<file path="src/rtl/mrh_pkg.sv">
`timescale 1ns / 1ps
// Shared constants, types and the arctangent table for the relative heading unit.
// No dependencies; every other file imports this package.
package mrh_pkg;

   // Field widths
   localparam int IN_W   = 16;
   localparam int OFS_W  = 13;
   localparam int OUT_W  = 16;

   // Algorithm parameters
   localparam int CORDIC_STEPS        = 16;
   localparam int ANGLE_FRACTION_BITS = 7;
   localparam int ACC_BITS            = 16;
   localparam int TABLE_LEN           = 24;
   localparam int STAGES = (CORDIC_STEPS < TABLE_LEN) ? CORDIC_STEPS : TABLE_LEN;

   // Internal widths: vector grows by about 1.65 * sqrt(2); angle in 1/65536 degree
   localparam int XY_W   = IN_W + 4;
   localparam int ZW     = 26;
   localparam int HEAD_W = (ANGLE_FRACTION_BITS + 10 > OUT_W) ?
                           (ANGLE_FRACTION_BITS + 10) : (OUT_W + 1);
   localparam int ROUND_SHIFT = ACC_BITS - ANGLE_FRACTION_BITS;

   // Half turn in output units and in accumulator units
   localparam int HALF_UNIT = 180 << ANGLE_FRACTION_BITS;
   localparam int HALF_TURN = 180 << ACC_BITS;

   // Register indexes
   localparam int CSR_IDX_W = 1;
   localparam logic [CSR_IDX_W-1:0] CSR_X_OFFSET = 1'b0;
   localparam logic [CSR_IDX_W-1:0] CSR_Y_OFFSET = 1'b1;

   // Reset values of the offsets
   localparam logic signed [OFS_W-1:0] X_OFFSET_RESET = -13'sd20;
   localparam logic signed [OFS_W-1:0] Y_OFFSET_RESET = 13'sd26;

   // round(atan(2^-i) * 65536) degrees
   localparam int ATAN_TABLE [TABLE_LEN] = '{
      2949120, 1740967, 919879, 466945, 234379, 117304, 58666, 29335,
      14668, 7334, 3667, 1833, 917, 458, 229, 115,
      57, 29, 14, 7, 4, 2, 1, 0
   };

   // One item in flight through the rotation stages
   typedef struct packed {
      logic signed [XY_W-1:0]   x;
      logic signed [XY_W-1:0]   y;
      logic signed [ZW-1:0]     z;
      logic                     special;
      logic signed [HEAD_W-1:0] spec_head;
   } cordic_data_type;

   // Clip a one-bit-grown difference back to the sample width
   function automatic logic signed [IN_W-1:0] sat_in(input logic signed [IN_W:0] v);
      logic signed [IN_W-1:0] r;
      if (v[IN_W] != v[IN_W-1]) begin
         r = v[IN_W] ? {1'b1, {(IN_W-1){1'b0}}} : {1'b0, {(IN_W-1){1'b1}}};
      end else begin
         r = v[IN_W-1:0];
      end
      return r;
   endfunction

endpackage

</file>
<file path="src/rtl/mrh_front.sv">
`timescale 1ns / 1ps
// Front end: offset removal with saturation, then quadrant and axis handling.
// Depends on mrh_pkg.
module mrh_front (
   input  logic                                  clock,
   input  logic                                  reset,
   input  logic                                  in_valid,
   output logic                                  in_ready,
   input  logic signed [mrh_pkg::IN_W-1:0]       x_raw,
   input  logic signed [mrh_pkg::IN_W-1:0]       y_raw,
   input  logic signed [mrh_pkg::OFS_W-1:0]      x_offset,
   input  logic signed [mrh_pkg::OFS_W-1:0]      y_offset,
   output logic                                  out_valid,
   input  logic                                  out_ready,
   output mrh_pkg::cordic_data_type              out_data
);
   import mrh_pkg::*;

   localparam logic signed [HEAD_W-1:0] HALF_H    = HEAD_W'(HALF_UNIT);
   localparam logic signed [HEAD_W-1:0] QUARTER_H = HEAD_W'(HALF_UNIT / 2);
   localparam logic signed [ZW-1:0]     HALF_Z    = ZW'(HALF_TURN);

   logic                   a_valid_ff, a_valid_in, a_ready;
   logic signed [IN_W-1:0] ax_ff, ay_ff, ax_in, ay_in;
   logic                   b_valid_ff, b_valid_in, b_ready;
   cordic_data_type        b_data_ff, b_data_in;
   logic signed [IN_W:0]   x_diff, y_diff;

   // Stage ready: empty, or the next stage takes its item
   assign a_ready  = !a_valid_ff || b_ready;
   assign b_ready  = !b_valid_ff || out_ready;
   assign in_ready = a_ready;

   // Subtract offsets and clip to the sample range
   always_comb begin
      x_diff = (IN_W+1)'(x_raw) - (IN_W+1)'(x_offset);
      y_diff = (IN_W+1)'(y_raw) - (IN_W+1)'(y_offset);
      ax_in  = sat_in(x_diff);
      ay_in  = sat_in(y_diff);
      a_valid_in = in_valid;
   end

   // Resolve axes directly; turn the left half plane by 180 degrees
   always_comb begin
      b_valid_in          = a_valid_ff;
      b_data_in.x         = XY_W'(ax_ff);
      b_data_in.y         = XY_W'(ay_ff);
      b_data_in.z         = '0;
      b_data_in.special   = 1'b0;
      b_data_in.spec_head = '0;
      if (ay_ff == '0) begin
         b_data_in.special   = 1'b1;
         b_data_in.spec_head = ax_ff[IN_W-1] ? HALF_H : '0;
      end else if (ax_ff == '0) begin
         b_data_in.special   = 1'b1;
         b_data_in.spec_head = ay_ff[IN_W-1] ? -QUARTER_H : QUARTER_H;
      end else if (ax_ff[IN_W-1]) begin
         b_data_in.z = ay_ff[IN_W-1] ? -HALF_Z : HALF_Z;
         b_data_in.x = -XY_W'(ax_ff);
         b_data_in.y = -XY_W'(ay_ff);
      end
   end

   // Advance control state
   always_ff @(posedge clock) begin
      if (reset) begin
         a_valid_ff <= 1'b0;
         b_valid_ff <= 1'b0;
      end else begin
         if (a_ready) a_valid_ff <= a_valid_in;
         if (b_ready) b_valid_ff <= b_valid_in;
      end
   end

   // Advance payload
   always_ff @(posedge clock) begin
      if (a_ready) begin
         ax_ff <= ax_in;
         ay_ff <= ay_in;
      end
      if (b_ready) b_data_ff <= b_data_in;
   end

   assign out_valid = b_valid_ff;
   assign out_data  = b_data_ff;

endmodule

</file>
<file path="src/rtl/mrh_cordic.sv">
`timescale 1ns / 1ps
// Vectoring rotation pipeline: one register stage per micro-rotation.
// Depends on mrh_pkg.
module mrh_cordic (
   input  logic                     clock,
   input  logic                     reset,
   input  logic                     in_valid,
   output logic                     in_ready,
   input  mrh_pkg::cordic_data_type in_data,
   output logic                     out_valid,
   input  logic                     out_ready,
   output mrh_pkg::cordic_data_type out_data
);
   import mrh_pkg::*;

   logic            valid_ff [STAGES];
   cordic_data_type data_ff  [STAGES];
   logic            stage_valid [STAGES];
   cordic_data_type stage_src   [STAGES];
   logic [STAGES:0] rdy;

   assign rdy[STAGES] = out_ready;
   assign in_ready    = rdy[0];

   for (genvar k = 0; k < STAGES; k++) begin : g_stage
      logic signed [XY_W-1:0] xs, ys;
      logic signed [ZW-1:0]   atan_k;
      cordic_data_type        nxt;

      // Chain input from the previous stage
      if (k == 0) begin : g_first
         assign stage_valid[k] = in_valid;
         assign stage_src[k]   = in_data;
      end else begin : g_rest
         assign stage_valid[k] = valid_ff[k-1];
         assign stage_src[k]   = data_ff[k-1];
      end

      assign rdy[k] = !valid_ff[k] || rdy[k+1];

      // Rotate toward the x axis and accumulate the angle
      always_comb begin
         xs     = stage_src[k].x >>> k;
         ys     = stage_src[k].y >>> k;
         atan_k = ZW'(ATAN_TABLE[k]);
         nxt    = stage_src[k];
         if (stage_src[k].y > 0) begin
            nxt.x = stage_src[k].x + ys;
            nxt.y = stage_src[k].y - xs;
            nxt.z = stage_src[k].z + atan_k;
         end else begin
            nxt.x = stage_src[k].x - ys;
            nxt.y = stage_src[k].y + xs;
            nxt.z = stage_src[k].z - atan_k;
         end
      end

      // Advance valid
      always_ff @(posedge clock) begin
         if (reset) begin
            valid_ff[k] <= 1'b0;
         end else if (rdy[k]) begin
            valid_ff[k] <= stage_valid[k];
         end
      end

      // Advance payload
      always_ff @(posedge clock) begin
         if (rdy[k]) data_ff[k] <= nxt;
      end
   end

   assign out_valid = valid_ff[STAGES-1];
   assign out_data  = data_ff[STAGES-1];

endmodule

</file>
<file path="src/rtl/mrh_back.sv">
`timescale 1ns / 1ps
// Back end: round and clamp the angle, hold the reference, form the relative angle.
// Depends on mrh_pkg.
module mrh_back (
   input  logic                             clock,
   input  logic                             reset,
   input  logic                             in_valid,
   output logic                             in_ready,
   input  mrh_pkg::cordic_data_type         in_data,
   output logic                             rsp_valid,
   input  logic                             rsp_stall,
   output logic signed [mrh_pkg::OUT_W-1:0] rsp_relative_angle,
   output logic signed [mrh_pkg::OUT_W-1:0] rsp_absolute_heading
);
   import mrh_pkg::*;

   localparam logic signed [ZW-1:0]     HALF_Z     = ZW'(HALF_UNIT);
   localparam logic signed [ZW-1:0]     ROUND_BIAS = ZW'(1 << (ROUND_SHIFT - 1));
   localparam logic signed [HEAD_W:0]   HALF_D     = (HEAD_W+1)'(HALF_UNIT);
   localparam logic signed [HEAD_W:0]   TURN_D     = (HEAD_W+1)'(2 * HALF_UNIT);

   logic                     r_valid_ff, r_ready;
   logic signed [HEAD_W-1:0] r_head_ff, r_head_in;
   logic signed [ZW-1:0]     z_sum, z_round;
   logic                     o_valid_ff, o_valid_in, o_ready;
   logic signed [HEAD_W-1:0] o_rel_ff, o_abs_ff;
   logic signed [HEAD_W:0]   diff;
   logic                     ref_valid_ff;
   logic signed [HEAD_W-1:0] ref_head_ff;

   assign o_ready  = !o_valid_ff || !rsp_stall;
   assign r_ready  = !r_valid_ff || o_ready;
   assign in_ready = r_ready;

   // Round to output units and clamp to a half turn
   always_comb begin
      z_sum   = in_data.z + ROUND_BIAS;
      z_round = z_sum >>> ROUND_SHIFT;
      if (z_round > HALF_Z) z_round = HALF_Z;
      if (z_round < -HALF_Z) z_round = -HALF_Z;
      r_head_in = in_data.special ? in_data.spec_head : z_round[HEAD_W-1:0];
   end

   // Heading minus reference, wrapped once into (-half, half]
   always_comb begin
      diff = (HEAD_W+1)'(r_head_ff) - (HEAD_W+1)'(ref_head_ff);
      if (diff <= -HALF_D) begin
         diff = diff + TURN_D;
      end else if (diff > HALF_D) begin
         diff = diff - TURN_D;
      end
      o_valid_in = r_valid_ff && ref_valid_ff;
   end

   // Advance control state; the first transaction only captures the reference
   always_ff @(posedge clock) begin
      if (reset) begin
         r_valid_ff   <= 1'b0;
         o_valid_ff   <= 1'b0;
         ref_valid_ff <= 1'b0;
         ref_head_ff  <= '0;
      end else begin
         if (r_ready) r_valid_ff <= in_valid;
         if (o_ready) begin
            o_valid_ff <= o_valid_in;
            if (r_valid_ff && !ref_valid_ff) begin
               ref_valid_ff <= 1'b1;
               ref_head_ff  <= r_head_ff;
            end
         end
      end
   end

   // Advance payload
   always_ff @(posedge clock) begin
      if (r_ready) r_head_ff <= r_head_in;
      if (o_ready) begin
         o_rel_ff <= diff[HEAD_W-1:0];
         o_abs_ff <= r_head_ff;
      end
   end

   assign rsp_valid            = o_valid_ff;
   assign rsp_relative_angle   = o_rel_ff[OUT_W-1:0];
   assign rsp_absolute_heading = o_abs_ff[OUT_W-1:0];

endmodule

</file>
<file path="src/rtl/magnetometer_relative_heading_unit.sv">
`timescale 1ns / 1ps
// Relative compass heading from two magnetometer axes. Each transaction carries one
// signed X and Y sample; the hard-iron offsets (register 0 for X, 1 for Y) are
// subtracted with saturation, and the heading atan2(y, x) is found by a 16-step
// vectoring CORDIC in 1/128 degree. The first transaction after reset sets the
// reference and returns nothing; every later one returns its heading and the heading
// minus the reference, wrapped into (-180, 180]. One transaction is taken per cycle
// unless stalled results have filled the pipeline, which has two front-end stages, one
// stage per CORDIC step, and rounding and output stages. Bubbles collapse, so a stalled
// result does not block intake until the pipeline is full. Write the offsets only while the unit is idle.
// Depends on mrh_pkg, mrh_front, mrh_cordic, mrh_back.
module magnetometer_relative_heading_unit (
   input  logic                                 clock,
   input  logic                                 reset,
   input  logic                                 req_valid,
   output logic                                 req_stall,
   input  logic signed [mrh_pkg::IN_W-1:0]      req_x_raw,
   input  logic signed [mrh_pkg::IN_W-1:0]      req_y_raw,
   output logic                                 rsp_valid,
   input  logic                                 rsp_stall,
   output logic signed [mrh_pkg::OUT_W-1:0]     rsp_relative_angle,
   output logic signed [mrh_pkg::OUT_W-1:0]     rsp_absolute_heading,
   input  logic                                 csr_write_enable,
   input  logic [mrh_pkg::CSR_IDX_W-1:0]        csr_index,
   input  logic signed [mrh_pkg::OFS_W-1:0]     csr_write_data
);
   import mrh_pkg::*;

   logic signed [OFS_W-1:0] x_offset_ff, y_offset_ff;
   logic                    front_ready, front_valid;
   cordic_data_type         front_data;
   logic                    cordic_ready, cordic_valid;
   cordic_data_type         cordic_data;
   logic                    back_ready;

   // Offset registers
   always_ff @(posedge clock) begin
      if (reset) begin
         x_offset_ff <= X_OFFSET_RESET;
         y_offset_ff <= Y_OFFSET_RESET;
      end else if (csr_write_enable) begin
         unique case (csr_index)
            CSR_X_OFFSET: x_offset_ff <= csr_write_data;
            CSR_Y_OFFSET: y_offset_ff <= csr_write_data;
            default: ;
         endcase
      end
   end

   assign req_stall = !front_ready;

   mrh_front u_front (
      .clock     (clock),
      .reset     (reset),
      .in_valid  (req_valid),
      .in_ready  (front_ready),
      .x_raw     (req_x_raw),
      .y_raw     (req_y_raw),
      .x_offset  (x_offset_ff),
      .y_offset  (y_offset_ff),
      .out_valid (front_valid),
      .out_ready (cordic_ready),
      .out_data  (front_data)
   );

   mrh_cordic u_cordic (
      .clock     (clock),
      .reset     (reset),
      .in_valid  (front_valid),
      .in_ready  (cordic_ready),
      .in_data   (front_data),
      .out_valid (cordic_valid),
      .out_ready (back_ready),
      .out_data  (cordic_data)
   );

   mrh_back u_back (
      .clock                (clock),
      .reset                (reset),
      .in_valid             (cordic_valid),
      .in_ready             (back_ready),
      .in_data              (cordic_data),
      .rsp_valid            (rsp_valid),
      .rsp_stall            (rsp_stall),
      .rsp_relative_angle   (rsp_relative_angle),
      .rsp_absolute_heading (rsp_absolute_heading)
   );

endmodule

</file>
<file path="config.mk">
export PLATFORM = sky130hd
export DESIGN_NAME = magnetometer_relative_heading_unit
export DESIGN_NICKNAME = d
export VERILOG_FILES = /design/src/rtl/mrh_pkg.sv /design/src/rtl/mrh_front.sv /design/src/rtl/mrh_cordic.sv /design/src/rtl/mrh_back.sv /design/src/rtl/magnetometer_relative_heading_unit.sv
export SDC_FILE = /design/constraint.sdc
export NUM_CORES = 2
export LEC_CHECK = 0
export BUFFER_PORTS_ARGS = -buffer_cell sky130_fd_sc_hd__buf_2
export CAP_MARGIN = 20
export CORE_MARGIN = 2
export CORE_UTILIZATION = 62
export DETAILED_ROUTE_END_ITERATION = 16
export GPL_TIMING_DRIVEN = 0
export PLACE_DENSITY = 0.78
export SYNTH_ARGS = -nofsm -noshare
export SYNTH_HDL_FRONTEND = slang
export SYNTH_HIERARCHICAL = 1
export SYNTH_SLANG_ARGS = --single-unit
</file>
<file path="constraint.sdc">
create_clock -name clock -period 27.5 [get_ports clock]
set_clock_uncertainty 0.1 [all_clocks]
set_input_delay 5.5 -clock clock [delete_from_list [all_inputs] [get_ports clock]]
set_output_delay 5.5 -clock clock [all_outputs]
set_load 0.05 [all_outputs]
</file>
# Yosys cells after proc, flatten, opt, wreduce, memory -nomap -nowiden

Memories as Yosys holds them, arrays and structs flattened.
Index checks and enable logic that the tools add are counted.

Bits in registers: 213
Memories kept: 2
Output and inout port bits: 34
RAM bits: 1,360
Logic and storage cells: 329

Reductions and logical operators: 51
Muxes and demuxes: 115
$add $sub $neg: 103
Order comparisons: 20
Bitwise operators: 18
Equal/unequal tests: 2

Memory list:

| name              | words | width | rd ports | clocked after memory_dff | wr ports | RTL line         | source |
|---|---|---|---|---|---|---|---|
| u_cordic.data_ff  | 16    | 84    | 16       | 0                        | 16       | mrh_cordic.sv:17 | `cordic_data_type data_ff [STAGES];` |
| u_cordic.valid_ff | 16    | 1     | 16       | 0                        | 16       | mrh_cordic.sv:16 | `logic valid_ff [STAGES];` |

Operator list:

| operator               | number |
|---|---|
| $mux 66                | 19 |
| $gt 20x1->1 const B    | 16 |
| $mux 16                | 6 |
| $mux 1                 | 82 |
| $mux 17                | 4 |
| $add 26x10->26 const B | 2 |
| $mux 26                | 2 |
| $add 20x10->20         | 2 |
| $add 20x11->20         | 2 |
| $add 20x12->20         | 2 |
| $add 20x13->20         | 2 |
| $add 20x14->20         | 2 |
| $add 20x15->20         | 2 |
| $add 20x16->20         | 2 |
| $add 20x17->20         | 2 |
| $add 20x18->20         | 2 |
| $add 20x19->20         | 2 |
| $add 20x5->20          | 2 |
| $add 20x6->20          | 2 |
| $add 20x7->20          | 2 |
| $add 20x8->20          | 2 |
| $add 20x9->20          | 2 |
| $neg 16->20            | 2 |
| $sub 20x10->20         | 2 |
| other kinds (66)       | 144 |

# Depth between registers and ports, before layout

Depth in word-level cells: 23
Mapped depth: 25
Gate-level depth less buffers: 23

# Hierarchy

Netlist, hierarchy kept.

Modules (own cells, without submodules):

| module                             | instances | area an instance (sq um) | cells each |
|---|---|---|---|
| mrh_cordic                         | 1         | 93,472.1                 | 8,992 |
| mrh_front                          | 1         | 5,978.2                  | 567 |
| mrh_back                           | 1         | 4,280.4                  | 466 |
| magnetometer_relative_heading_unit | 1         | 1,106.1                  | 113 |

# Worst setup path after synthesis

No wires, ideal clock.

Path type: input to output
Start point: in rsp_stall
End point: out req_stall
Path buffers: 0
Slack: 8,404 ps
Arrival time: 13,496 ps
Required time: 21,900 ps
Cell stages on the path: 13
Path through: nand3_1 > nor2b_1 > nand2_1 > nor2_1 > and2_1 > and3_1 > and2_1 > and3_1 > and2_1 > nand3_1 > nor2b_1 > nand2_1 > inv_1

Word-level cells in the longest chain between the ends: 22

RTL lines:

| element                        | RTL line                                 | source |
|---|---|---|
| from (decl)                    | magnetometer_relative_heading_unit.sv:20 | `input logic rsp_stall,` |
| $logic_not 1->1                | mrh_back.sv:31                           | `assign o_ready = !o_valid_ff \|\| !rsp_stall;` |
| $logic_or 1x1->1               | mrh_back.sv:31                           |  |
| $logic_or 1x1->1               | mrh_back.sv:32                           | `assign r_ready = !r_valid_ff \|\| o_ready;` |
| $logic_or 1x1->1 (2 in a row)  | mrh_cordic.sv:39                         | `assign rdy[k] = !valid_ff[k] \|\| rdy[k+1];` |
| net u_cordic.rdy[14]           | mrh_cordic.sv:20                         | `logic [STAGES:0] rdy;` |
| $logic_or 1x1->1 (14 in a row) | mrh_cordic.sv:39                         |  |
| net cordic_ready               | magnetometer_relative_heading_unit.sv:32 | `logic cordic_ready, cordic_valid;` |
| $logic_or 1x1->1               | mrh_front.sv:31                          | `assign b_ready = !b_valid_ff \|\| out_ready;` |
| $logic_or 1x1->1               | mrh_front.sv:30                          | `assign a_ready = !a_valid_ff \|\| b_ready;` |
| net front_ready                | magnetometer_relative_heading_unit.sv:30 | `logic front_ready, front_valid;` |
| $logic_not 1->1                | magnetometer_relative_heading_unit.sv:50 | `assign req_stall = !front_ready;` |
| to (decl)                      | magnetometer_relative_heading_unit.sv:16 | `output logic req_stall,` |

The timed path passes the listed nets, and every way through them passes these cells.

# Worst setup path after layout

Start point: in rsp_stall
End point: out req_stall

Word-level cells in the longest chain between the ends: 22

RTL lines:

| element                        | RTL line                                 | source |
|---|---|---|
| $logic_not 1->1                | mrh_back.sv:31                           |  |
| $logic_or 1x1->1               | mrh_back.sv:31                           |  |
| $logic_or 1x1->1               | mrh_back.sv:32                           |  |
| net back_ready                 | magnetometer_relative_heading_unit.sv:34 | `logic back_ready;` |
| $logic_or 1x1->1 (2 in a row)  | mrh_cordic.sv:39                         |  |
| net u_cordic.rdy[14]           | mrh_cordic.sv:20                         |  |
| $logic_or 1x1->1 (14 in a row) | mrh_cordic.sv:39                         |  |
| net cordic_ready               | magnetometer_relative_heading_unit.sv:32 |  |
| $logic_or 1x1->1               | mrh_front.sv:31                          |  |
| $logic_or 1x1->1               | mrh_front.sv:30                          |  |
| net front_ready                | magnetometer_relative_heading_unit.sv:30 |  |
| $logic_not 1->1                | magnetometer_relative_heading_unit.sv:50 |  |

The timed path passes the listed nets, and every way through them passes these cells.

==> reports/metrics.yaml <==
sta:
  tightest_slew_ps: 1130
  setup_viol_count_final: 0
  fmax_mhz: 59.8
  hold_viol_final: 0
  final.period_utilization: 0.608
  finalCriticalPeriod_ps: 16720
  setup_slack_ps: 10780
  rsz0062_at_grt: "no"
  slew_headroom: 0.246
  slew_viol_final: 0
  fin_tns_setup_ps: 0
place:
  place_inst: 11800
  place_hpwl_microns: 174000
  globalplace.congestion: 0.966
  dp_slack_ps: 10840
  port_buffers: 84
clocking:
  cts_sinks: 1454
  cts_tree: "built"
  cts_max_level: 4
  clkLatencyLatePin_ps: 810
  cts_buffer_depth: 3
  cts-root-buf: "clkbuf_16"
  postCtsSetupRepairBufs: 0
  cts_resized: 0
  cts-buffers-inserted: 160
  postCtsHoldBufs: 0
  clk_pin_slew_worst_paths_ps: 60
final_layout:
  drive_gt1_frac: 0.0650
  fillers: 11700
  final_cells: 12000
  nNetsFinal: 10900
  multiInputGateArea_sq_um: 52600
  antenna_cells: 0
  regArea_sq_um: 43200
  syn_to_final_growth_pct: 9.45
routing:
  drtAntennaViolNets: 0
  drt-pass1-iter-count: 9
  drt_iter0_markers: 5331
  wl_per_cell_microns: 18.7
  totalWireLength_microns: 225000
  vias: 72400
  route.detailed.drc: 0
  avgViaCountPerCell: 6.01
worst_setup_path:
  slowest_stage: "nor2b_1"
  worstPathCellList: "buf_2, nand3_1, nor2b_1, nand2_4, nor2_1, and2_1, and3_1, and2_1, and3_1, and2_1, nand3_4, nor2b_1, nand2_1, inv_1, buf_2"
  critical_path.max_fanout: 28
  worst_setup_path_start_kind: "primary input"
  slowest_delay_ps: 700
  cp.arrival_ps: 11120
  crit_top_cell: "and2_1"
  critPathKind: "primary input to output pin"
  crit_path_end_kind: "output pin"
  crit_required_ps: 21900
global_routing:
  grt.overflow.total: 0
  track_usage: 0.271
  first_global_vias: 69900
  grt_pass1_wl_microns: 359000
  grt_max_degree: 74
  grt_antenna_before_repair: 3
floorplanning:
  die_h_microns: 403
  core_area_sq_um: 158000
  rows: 146
  die_width_microns: 403
  ioPinCount: 85
  start_util: 0.624
  die-area_sq_um: 163000
synthesis:
  ys_warn_count: 6
  synthCells: 9542
  synth_area_sq_um: 98800
  synth_area_per_cell_sq_um: 10.4
hold_path:
  hp-class: "flop to flop"
outcome:
  status: "finished, final reports clean"
run:
  max_cap_viol_count: 0
## per-stage QoR
stage | hold WS [ps] | instance area [sq um] | util
4_1_cts | 300 | 108000 | 0.682
3_5_place_dp | 305 | 103000 | 0.648
3_3_place_gp | 301 | 102000 | 0.644
2_1_floorplan | 300 | 98900 | -
5_1_grt | 309 | 108000 | 0.683
6_report | 297 | 108000 | 0.683
## worst max-delay path, delay by kind of cell
kind | cells | cell delay, ps
buffers and inverters | 3 | 550
AND/OR/NAND/NOR | 12 | 5020
## layer usage
| metal | routed length [microns] | global-route usage | up-vias |
|---|---|---|---|
| met5 | 0 | 0 | - |
| met3 | 10900 | 0.0347 | 510 |
| li1 | - | - | 35700 |
| met4 | 9640 | 0.114 | 0 |
| met1 | 93400 | 0.335 | 34200 |
| met2 | 111000 | 0.478 | 1985 |
## worst paths after layout
kind | startpoint | endpoint | slack (ps) | depth (start not counted)
max reg2reg | u_cordic/data_ff[1][138] | u_cordic/data_ff[1][251] | 19180 | 24
max | rsp_stall | req_stall | 10780 | 15
min reg2reg | u_cordic/data_ff[0][183] | u_cordic/data_ff[0][267] | 300 | 0
min | u_cordic/data_ff[0][183] | u_cordic/data_ff[0][267] | 300 | 0
## final cells by class
type	count	area share
multi-input cells	7361	0.486
flip-flops and latches	1454	0.399
clock buffers	178	0.0382
well taps	2072	0.0240
inverters	523	0.0184
clock inverters	110	0.0118
plain buffers	229	0.0116
repair buffers	118	0.0107
## sequential cells by signal, summed over array words and instances, names as in the netlist, 13 cells and up
signal / count
u_back/o_abs_ff: 16
u_back/o_rel_ff: 16
u_back/r_head_ff: 17
u_back/ref_head_ff: 17
u_cordic/data_ff: 1261
u_cordic/valid_ff: 16
u_front/ax_ff: 16
u_front/ay_ff: 16
u_front/out_data: 48
x_offset_ff: 13
y_offset_ff: 13
## cells in the final DEF (no fill, tap or decap), types with 97 or more instances in the layout
cell and count:
inv_1 497, clkbuf_1 126, edfxtp_1 1406, nand2_1 553, xor2_1 317, xnor2_1 847
nor3_1 356, nor2_1 870, ha_1 1000, a21oi_1 723, o21bai_1 133, clkbuf_16 163
nand2b_1 97, a21o_1 215, o21a_1 108, o21ai_0 453, nor2b_1 122, nand3_1 222
Power is left out: the tool's default activity adds up to more than one toggle a clock period on the data nets, which glitch-free logic cannot reach.
